--- config.mk ---
export PLATFORM = sky130hd
export DESIGN_NAME = crc32_msb_first_byte_stream_unit_flat
export DESIGN_NICKNAME = d
export VERILOG_FILES = /design/src/rtl/core/crc32_pkg.sv /design/src/rtl/core/crc32_ifs.sv /design/src/rtl/core/crc32_in_stage.sv /design/src/rtl/core/crc32_core.sv /design/src/rtl/core/crc32_out_stage.sv /design/src/rtl/core/crc32_msb_first_byte_stream_unit.sv /design/src/flat_wrapper.sv
export SDC_FILE = /design/constraint.sdc
export NUM_CORES = 1
export LEC_CHECK = 0
export ABC_CLOCK_PERIOD_IN_PS = 2800
export BUFFER_PORTS_ARGS = -buffer_cell sky130_fd_sc_hd__buf_2
export CAP_MARGIN = 40
export CORE_ASPECT_RATIO = 1.75
export CORE_UTILIZATION = 25
export CTS_CLUSTER_DIAMETER = 60
export DETAILED_ROUTE_END_ITERATION = 8
export GPL_TIMING_DRIVEN = 0
export HOLD_SLACK_MARGIN = 0.03
export PLACE_DENSITY = 0.46
export SYNTH_ARGS = -nofsm -noshare
export SYNTH_HDL_FRONTEND = slang
export SYNTH_SLANG_ARGS = --single-unit
--- constraint.sdc ---
create_clock -name i_clk -period 2.8 [get_ports i_clk]
set_input_delay 0.56 -clock i_clk [delete_from_list [all_inputs] [get_ports i_clk]]
set_output_delay 0.56 -clock i_clk [all_outputs]
set_load 0.005 [all_outputs]
--- src/rtl/core/crc32_pkg.sv ---
// shared types, constants and the crc table function for the crc32 byte stream unit
package crc32_pkg;

    localparam int unsigned CRC_W      = 32;
    localparam int unsigned BYTE_W     = 8;
    localparam int unsigned COUNT_W    = 3;

    localparam logic [CRC_W-1:0]   CRC_POLY   = 32'h04c1_1db7;
    localparam logic [CRC_W-1:0]   CRC_TOP    = 32'h8000_0000;
    localparam logic [COUNT_W-1:0] FULL_COUNT = 3'd4;
    localparam logic [COUNT_W-1:0] LAST_FILL  = 3'd3;

    typedef logic [CRC_W-1:0]   t_crc;
    typedef logic [BYTE_W-1:0]  t_byte;
    typedef logic [COUNT_W-1:0] t_count;

    // one message byte as it travels from the input register to the update logic
    typedef struct packed {
        t_byte data_byte;
        logic  last_byte;
    } t_byte_req;

    // one finished result
    typedef struct packed {
        t_crc crc_value;
        logic too_short;
    } t_result;

    // non-reflected table entry: idx << 24 divided through the polynomial over eight shifts
    function automatic t_crc crc_table_entry(input t_byte idx);
        t_crc v;
        v = {idx, {(CRC_W-BYTE_W){1'b0}}};
        for (int k = 0; k < BYTE_W; k++) begin
            if ((v & CRC_TOP) != '0) begin
                v = {v[CRC_W-2:0], 1'b0} ^ CRC_POLY;
            end else begin
                v = {v[CRC_W-2:0], 1'b0};
            end
        end
        return v;
    endfunction

endpackage

--- src/rtl/core/crc32_ifs.sv ---
// valid/ready stream interfaces for the byte requests and the crc results
interface crc32_in_if;
    logic                 valid;
    logic                 ready;
    logic [7:0]           data_byte;
    logic                 last_byte;

    modport source (output valid, output data_byte, output last_byte, input ready);
    modport sink   (input valid, input data_byte, input last_byte, output ready);
endinterface

interface crc32_out_if;
    logic                 valid;
    logic                 ready;
    logic [31:0]          crc_value;
    logic                 too_short;

    modport source (output valid, output crc_value, output too_short, input ready);
    modport sink   (input valid, input crc_value, input too_short, output ready);
endinterface

--- src/rtl/core/crc32_in_stage.sv ---
// input register that holds one byte request until the update logic takes it
module crc32_in_stage (
    input  logic                i_clk,
    input  logic                i_rst_n,
    input  logic                i_req_valid,
    input  crc32_pkg::t_byte_req i_req,
    output logic                o_req_ready,
    output logic                o_item_valid,
    output crc32_pkg::t_byte_req o_item,
    input  logic                i_item_take
);
    import crc32_pkg::*;

    logic      r_valid;
    logic      n_valid;
    t_byte_req r_item;
    logic      load;

    assign o_req_ready  = !r_valid || i_item_take;
    assign load         = i_req_valid && o_req_ready;
    assign o_item_valid = r_valid;
    assign o_item       = r_item;

    always_comb begin
        n_valid = r_valid;
        if (load) begin
            n_valid = 1'b1;
        end else if (i_item_take) begin
            n_valid = 1'b0;
        end
    end

    always_ff @(posedge i_clk) begin
        if (!i_rst_n) begin
            r_valid <= 1'b0;
        end else begin
            r_valid <= n_valid;
        end
    end

    always_ff @(posedge i_clk) begin
        if (load) begin
            r_item <= i_req;
        end
    end

endmodule

--- src/rtl/core/crc32_core.sv ---
// remainder register, byte count and the one-byte crc update
module crc32_core (
    input  logic                 i_clk,
    input  logic                 i_rst_n,
    input  logic                 i_item_valid,
    input  crc32_pkg::t_byte_req i_item,
    input  logic                 i_slot_free,
    output logic                 o_item_take,
    output logic                 o_res_valid,
    output crc32_pkg::t_result   o_res
);
    import crc32_pkg::*;

    t_crc   r_remainder;
    t_crc   n_remainder;
    t_count r_count;
    t_count n_count;
    t_crc   shifted;
    t_crc   upd_rem;
    t_count upd_count;

    // a last byte needs room in the result register, other bytes never wait
    assign o_item_take = i_item_valid && (!i_item.last_byte || i_slot_free);
    assign shifted     = {r_remainder[CRC_W-BYTE_W-1:0], i_item.data_byte};

    always_comb begin
        priority if (r_count < LAST_FILL) begin
            upd_rem   = shifted;
            upd_count = r_count + 3'd1;
        end else if (r_count == LAST_FILL) begin
            upd_rem   = ~shifted;
            upd_count = FULL_COUNT;
        end else begin
            upd_rem   = shifted ^ crc_table_entry(r_remainder[CRC_W-1 -: BYTE_W]);
            upd_count = FULL_COUNT;
        end
    end

    always_comb begin
        n_remainder = r_remainder;
        n_count     = r_count;
        if (o_item_take) begin
            if (i_item.last_byte) begin
                n_remainder = '0;
                n_count     = '0;
            end else begin
                n_remainder = upd_rem;
                n_count     = upd_count;
            end
        end
    end

    assign o_res_valid = o_item_take && i_item.last_byte;

    always_comb begin
        if (upd_count < FULL_COUNT) begin
            o_res.crc_value = '0;
            o_res.too_short = 1'b1;
        end else begin
            o_res.crc_value = ~upd_rem;
            o_res.too_short = 1'b0;
        end
    end

    always_ff @(posedge i_clk) begin
        if (!i_rst_n) begin
            r_remainder <= '0;
            r_count     <= '0;
        end else begin
            r_remainder <= n_remainder;
            r_count     <= n_count;
        end
    end

    a_count_range: assert property (@(posedge i_clk) disable iff (!i_rst_n)
        r_count <= FULL_COUNT)
        else $error("byte count beyond four");

    a_clear_after_last: assert property (@(posedge i_clk) disable iff (!i_rst_n)
        o_item_take && i_item.last_byte |=> r_count == '0 && r_remainder == '0)
        else $error("state not cleared after last byte");

    a_fill_to_full: assert property (@(posedge i_clk) disable iff (!i_rst_n)
        o_item_take && !i_item.last_byte && r_count >= LAST_FILL |=> r_count == FULL_COUNT)
        else $error("count did not reach full");

    a_last_waits: assert property (@(posedge i_clk) disable iff (!i_rst_n)
        i_item_valid && i_item.last_byte && !i_slot_free |=> $stable(r_remainder)
        && $stable(r_count))
        else $error("state moved while last byte stalled");

endmodule

--- src/rtl/core/crc32_out_stage.sv ---
// result register that holds one crc result until the sink takes it
module crc32_out_stage (
    input  logic               i_clk,
    input  logic               i_rst_n,
    input  logic               i_res_valid,
    input  crc32_pkg::t_result i_res,
    output logic               o_slot_free,
    output logic               o_rsp_valid,
    output crc32_pkg::t_result o_rsp,
    input  logic               i_rsp_ready
);
    import crc32_pkg::*;

    logic    r_valid;
    logic    n_valid;
    t_result r_res;

    assign o_slot_free = !r_valid || i_rsp_ready;
    assign o_rsp_valid = r_valid;
    assign o_rsp       = r_res;

    always_comb begin
        n_valid = r_valid;
        if (i_res_valid) begin
            n_valid = 1'b1;
        end else if (i_rsp_ready) begin
            n_valid = 1'b0;
        end
    end

    always_ff @(posedge i_clk) begin
        if (!i_rst_n) begin
            r_valid <= 1'b0;
        end else begin
            r_valid <= n_valid;
        end
    end

    always_ff @(posedge i_clk) begin
        if (i_res_valid) begin
            r_res <= i_res;
        end
    end

    a_short_is_zero: assert property (@(posedge i_clk) disable iff (!i_rst_n)
        r_valid && r_res.too_short |-> r_res.crc_value == '0)
        else $error("short message with nonzero crc");

    a_no_overwrite: assert property (@(posedge i_clk) disable iff (!i_rst_n)
        i_res_valid |-> o_slot_free)
        else $error("result written over a pending one");

    a_hold_on_stall: assert property (@(posedge i_clk) disable iff (!i_rst_n)
        r_valid && !i_rsp_ready |=> r_valid && $stable(r_res))
        else $error("pending result lost");

endmodule

--- src/rtl/core/crc32_msb_first_byte_stream_unit.sv ---
// top level of the msb-first crc-32 byte stream unit
//
//  channel  | dir | payload                     | meaning
//  ---------+-----+-----------------------------+------------------------------------
//  i_req    | in  | data_byte[7:0], last_byte   | one message byte, flag on the last
//  o_rsp    | out | crc_value[31:0], too_short  | one crc per message, after its last
//
// one byte request accepted per cycle, no gaps between messages, unless a result stalls
// a last byte's crc passes from the input register through the update logic
//   into the result register, which drives o_rsp.valid
// the one-byte table update on the remainder register is a register-to-register loop
// synchronous active-low reset clears the remainder, the byte count and both valid bits
// a stalled result only holds back a last byte; ordinary bytes keep flowing past it
module crc32_msb_first_byte_stream_unit (
    input  logic   i_clk,
    input  logic   i_rst_n,
    crc32_in_if.sink    i_req,
    crc32_out_if.source o_rsp
);
    import crc32_pkg::*;

    // request as a struct for the input register
    t_byte_req req_item;
    // request held in the input register
    t_byte_req held_item;
    logic      held_valid;
    // handshake between input register and update logic
    logic      item_take;
    // result from the update logic and room in the result register
    logic      res_valid;
    t_result   res;
    logic      slot_free;
    t_result   rsp;

    assign req_item.data_byte = i_req.data_byte;
    assign req_item.last_byte = i_req.last_byte;

    crc32_in_stage u_in_stage (
        .i_clk        (i_clk),
        .i_rst_n      (i_rst_n),
        .i_req_valid  (i_req.valid),
        .i_req        (req_item),
        .o_req_ready  (i_req.ready),
        .o_item_valid (held_valid),
        .o_item       (held_item),
        .i_item_take  (item_take)
    );

    // remainder and count update, result on the last byte
    crc32_core u_core (
        .i_clk        (i_clk),
        .i_rst_n      (i_rst_n),
        .i_item_valid (held_valid),
        .i_item       (held_item),
        .i_slot_free  (slot_free),
        .o_item_take  (item_take),
        .o_res_valid  (res_valid),
        .o_res        (res)
    );

    crc32_out_stage u_out_stage (
        .i_clk        (i_clk),
        .i_rst_n      (i_rst_n),
        .i_res_valid  (res_valid),
        .i_res        (res),
        .o_slot_free  (slot_free),
        .o_rsp_valid  (o_rsp.valid),
        .o_rsp        (rsp),
        .i_rsp_ready  (o_rsp.ready)
    );

    assign o_rsp.crc_value = rsp.crc_value;
    assign o_rsp.too_short = rsp.too_short;

endmodule

--- src/flat_wrapper.sv ---
// flat-port wrapper written by rule: the top's interface ports become plain ports
module crc32_msb_first_byte_stream_unit_flat import crc32_pkg::*;
  (i_clk, i_rst_n, i_req_valid, i_req_data_byte, i_req_last_byte, i_req_ready, o_rsp_valid, o_rsp_crc_value, o_rsp_too_short, o_rsp_ready);
  crc32_in_if i_req_i ();
  crc32_out_if o_rsp_i ();
  input  logic i_clk;
  input  logic i_rst_n;
  input wire logic [$bits(i_req_i.valid)-1:0] i_req_valid;
  input wire logic [$bits(i_req_i.data_byte)-1:0] i_req_data_byte;
  input wire logic [$bits(i_req_i.last_byte)-1:0] i_req_last_byte;
  output wire logic [$bits(i_req_i.ready)-1:0] i_req_ready;
  output wire logic [$bits(o_rsp_i.valid)-1:0] o_rsp_valid;
  output wire logic [$bits(o_rsp_i.crc_value)-1:0] o_rsp_crc_value;
  output wire logic [$bits(o_rsp_i.too_short)-1:0] o_rsp_too_short;
  input wire logic [$bits(o_rsp_i.ready)-1:0] o_rsp_ready;
  assign i_req_i.valid = i_req_valid;
  assign i_req_i.data_byte = i_req_data_byte;
  assign i_req_i.last_byte = i_req_last_byte;
  assign i_req_ready = i_req_i.ready;
  assign o_rsp_valid = o_rsp_i.valid;
  assign o_rsp_crc_value = o_rsp_i.crc_value;
  assign o_rsp_too_short = o_rsp_i.too_short;
  assign o_rsp_i.ready = o_rsp_ready;
  crc32_msb_first_byte_stream_unit u_core (.i_clk(i_clk), .i_rst_n(i_rst_n), .i_req(i_req_i), .o_rsp(o_rsp_i));
endmodule
==> results.py <==
metrics = {
    "setup_path": {
        "timing.critical_path.from": "u_core.u_in_stage.o_item[0]$_DFFE_PP_",
        "criticalPathCategory": "reg2reg",
        "critPathCapture": "u_core.u_out_stage.o_rsp[13]$_SDFFCE_PP0P_",
        "cp.arrival_ns": 2.56,
        "cp-end-kind": "register",
        "worst_path_dominant_cell_family": "buffers and inverters",
        "worst_ep_required_time_ns": 2.90,
        "crit_path_top_delay_cell": "sky130_fd_sc_hd__clkbuf_1",
        "critical_path.startpoint_type": "register",
        "path_depth": 6,
        "worst-r2r-cell-count": 6,
        "rr_startpoint": "u_core.u_in_stage.o_item[0]$_DFFE_PP_",
        "critPathMaxStageDelay_ns": 0.57,
        "timing.critical_path.cells": "inv_1 -> o21ai_0 -> clkbuf_1 -> clkbuf_1 -> nor2_4 -> buf_16",
        "crit_top_cell": "sky130_fd_sc_hd__clkbuf_1",
        "cp_max_fo": 23,
        "regToRegEndpoint": "u_core.u_out_stage.o_rsp[13]$_SDFFCE_PP0P_",
        "cp_num_buf_inv": 4,
        "setup.reg_to_reg.worst_slack_ns": 0.34,
    },
    "drt": {
        "drt_first_iter_violations": 190,
        "number_of_vias_in_the_routed_layout": 3037,
        "met3_length_um": 376,
        "met2WireLength_um": 5640,
        "routed.top_layer": "met4",
        "detail_route.vias_per_cell": 4.75,
        "drt-pass1-iter-count": 6,
        "final_wl_um": 10500,
        "postRouteAntennaNets": 0,
        "detail_route.drc_violations": 0,
        "met1_length_um": 4010,
        "avgRoutedWirePerCell_um": 16.5,
    },
    "clocking": {
        "cts_root_buf": "sky130_fd_sc_hd__clkbuf_16",
        "cts_resized": 0,
        "cts-buffers-inserted": 9,
        "clock_tree_from_tritoncts": "yes",
        "clock_h_tree_levels": 3,
        "clkTransAtPathRegs_ns": 0.06,
        "post_cts.repair.setup_buffers": 0,
        "cts.path.max_buffers": 2,
        "clkSinkCount": 79,
        "cts_hold_buffers": 0,
        "clock_latency_ns": 0.34,
    },
    "grt": {
        "grt_start_max_net_pins": 24,
        "global_route.overflow_total": 0,
        "vias_in_the_first_global_route": 3035,
        "groute.usage.overall": 0.134,
        "wire_length_of_the_first_global_routing_pass_um": 16800,
        "antenna_found_initial": 0,
    },
    "sta": {
        "skew_ns": 0.00582,
        "hold_ws_ns": 0.395,
        "achievable-frequency_mhz": 406,
        "timing.setup.tns_ns": 0,
        "finalWorstPathRequiredPeriod_ns": 2.46,
        "final.period_utilization": 0.879,
        "finalHoldViolCount": 0,
        "post-route-worst-setup-slack_ns": 0.338,
        "timing.slew.headroom": 0.518,
        "report.final.slew_viol_count": 0,
        "setup-violations-final": 0,
        "rsz0062_at_grt": "no",
        "worst-slew-pin-transition_ns": 0.720,
    },
    "layout": {
        "postLayoutCellArea_mm2": 0.00483,
        "areaGrowthSynthToFinish_pct": 19.1,
        "antenna-diode-count": 0,
        "drive_above_1_share": 0.187,
        "layout.cells.non_filler": 639,
        "finalNetCount": 460,
    },
    "floorplanning": {
        "core-area_mm2": 0.0159,
        "die_area_mm2": 0.0168,
        "floorplan_row_count": 61,
        "die_width_um": 98.3,
        "start_util": 0.256,
        "die-height_um": 171,
        "io-pin-count": 48,
    },
    "place": {
        "buffer_ports.inserted": 47,
        "detailed_place_hpwl_um": 7910,
        "routabilityCongestion": 0.805,
        "placement.cell_area_mm2": 0.00457,
        "worst_setup_timing_slack_at_the_placement_stage_ns": -0.0112,
        "place_inst": 623,
    },
    "synthesis": {
        "post_synth_main_area_contributors": "sky130_fd_sc_hd__edfxtp_1 31%, sky130_fd_sc_hd__dfxtp_1 18%, sky130_fd_sc_hd__xor2_1 6.3%",
        "ys_types": 42,
        "syn_avg_cell_area_um2": 10.5,
        "post_synth_most_frequent_cells": "42 x sky130_fd_sc_hd__edfxtp_1, 37 x sky130_fd_sc_hd__dfxtp_1, 33 x sky130_fd_sc_hd__nor2_1, 33 x sky130_fd_sc_hd__o21ai_0, 29 x sky130_fd_sc_hd__xor2_1",
        "synth-seq-area-share": 0.493,
        "synthArstFlopShare": 0,
        "yosysTopAreaCellShare": 0.311,
        "synth-compound-area-share": 0.144,
        "syn-cell-area_mm2": 0.00406,
        "synth-seq-cells": 79,
        "synth_cells": 386,
        "yosysWarningCount": 0,
        "post_synth_xor_area_fraction": 0.181,
        "synth_top_flop_cell": "sky130_fd_sc_hd__edfxtp_1",
        "synth.most_common_cell": "sky130_fd_sc_hd__edfxtp_1",
        "synth_top_family_by_area": "XOR/XNOR gates",
        "synth_top_area_cell": "sky130_fd_sc_hd__edfxtp_1",
        "post_synth_fa_ha_maj_area_fraction": 0.00617,
        "synth_edf_count": 42,
        "yosys.area_share.simple": 0.128,
        "synth.area.mux_share": 0.00740,
        "post_synthesis_net_count": 401,
    },
    "pwr": {
        "p_leak_nw": 1.82,
        "power_density_mw_per_mm2": 502,
        "vdd_ir_drop_max_mv": 0.270,
    },
    "min_path": {
        "hold_wc_path_type": "in2reg",
        "start_point_of_the_worst_min_delay_path": "i_req_data_byte[2]",
    },
    "run": {
        "cap_viol_max_count": 0,
    },
    "outcome": {
        "outcome": "finished clean",
    },
}
power breakdown:
| group | switching, mW | internal [mW] |
|---|---|---|
| Sequential | 0.0185 | 1.25 |
| Clock | 0.466 | 0.597 |
| Combinational | 0.0625 | 0.0373 |
| Total | 0.547 | 1.88 |
cells by family after synthesis:
group / Yosys count
buffers and inverters: 35
multiplexers: 3
XOR/XNOR: 59
flip-flops: 79
AO/OA/AOI/OAI: 97
AND/OR/NAND/NOR: 111
adder cells (fa/ha/maj): 2
registers in the layout (all words and copies together), names as in the netlist:
signal / flops
u_core.u_core.r_remainder: 32
u_core.u_in_stage.o_item: 9
u_core.u_out_stage.o_rsp: 33
u_core.u_core.r_count: 3
u_core.u_in_stage.o_item_valid: 1
u_core.u_out_stage.o_rsp_valid: 1
metal layers:
layer / vias to the layer above / GRT usage
li1: 1495 / -
met1: 1432 / 0.139
met2: 81 / 0.246
met3: 29 / 0.0249
met4: 0 / 0.0844
met5: - / 0
worst min-delay path by stage:
stage	end	cells after the start
after CTS	u_core.u_in_stage.o_item[3]$_DFFE_PP_	1
after floorplan	u_core.u_core.r_remainder[13]$_SDFFE_PN0P_	2
after detailed placement	u_core.u_core.r_remainder[13]$_SDFFE_PN0P_	2
final	u_core.u_in_stage.o_item[3]$_DFFE_PP_	1
after global placement	u_core.u_core.r_remainder[13]$_SDFFE_PN0P_	2
after global routing	u_core.u_in_stage.o_item[0]$_DFFE_PP_	1
cell type report:
type                            instances  area [um2]
Fill cell                            1692       11000
Sequential cell                        79        2000
Multi-Input combinational cell        272        1900
Timing Repair Buffer                   48         263
Tap cell                              189         236
Clock buffer                           10         229
Buffer                                 29         144
Clock inverter                          6        37.5
Inverter                                6        22.5
placed cells by master (no fill, tap or decap), drive strengths merged, types with 4 or more instances in the layout:
master | netlist | layout
buf | 12 | 60
a31oi | 7 | 7
xnor2 | 19 | 19
o21ai | 41 | 41
xnor3 | 7 | 7
edfxtp | 42 | 42
xor2 | 30 | 30
nand3 | 7 | 7
nor3 | 22 | 22
nand2 | 26 | 26
or4 | 6 | 6
and2 | 6 | 6
dfxtp | 37 | 37
clkbuf | 17 | 27
a21oi | 22 | 22
inv | 6 | 6
a32oi | 6 | 6
a22oi | 9 | 9
nor2b | 7 | 7
nor2 | 33 | 33
clkinv | 0 | 6
o22ai | 4 | 4
through the flow:
step,power (mW),util
5_1_grt,2.51,0.304
3_5_place_dp,1.39,0.288
6_report,2.43,0.304
2_1_floorplan,1.34,-
4_1_cts,2.46,0.304
3_3_place_gp,1.39,0.286
Note: power is estimated with default switching activity, not from simulation.
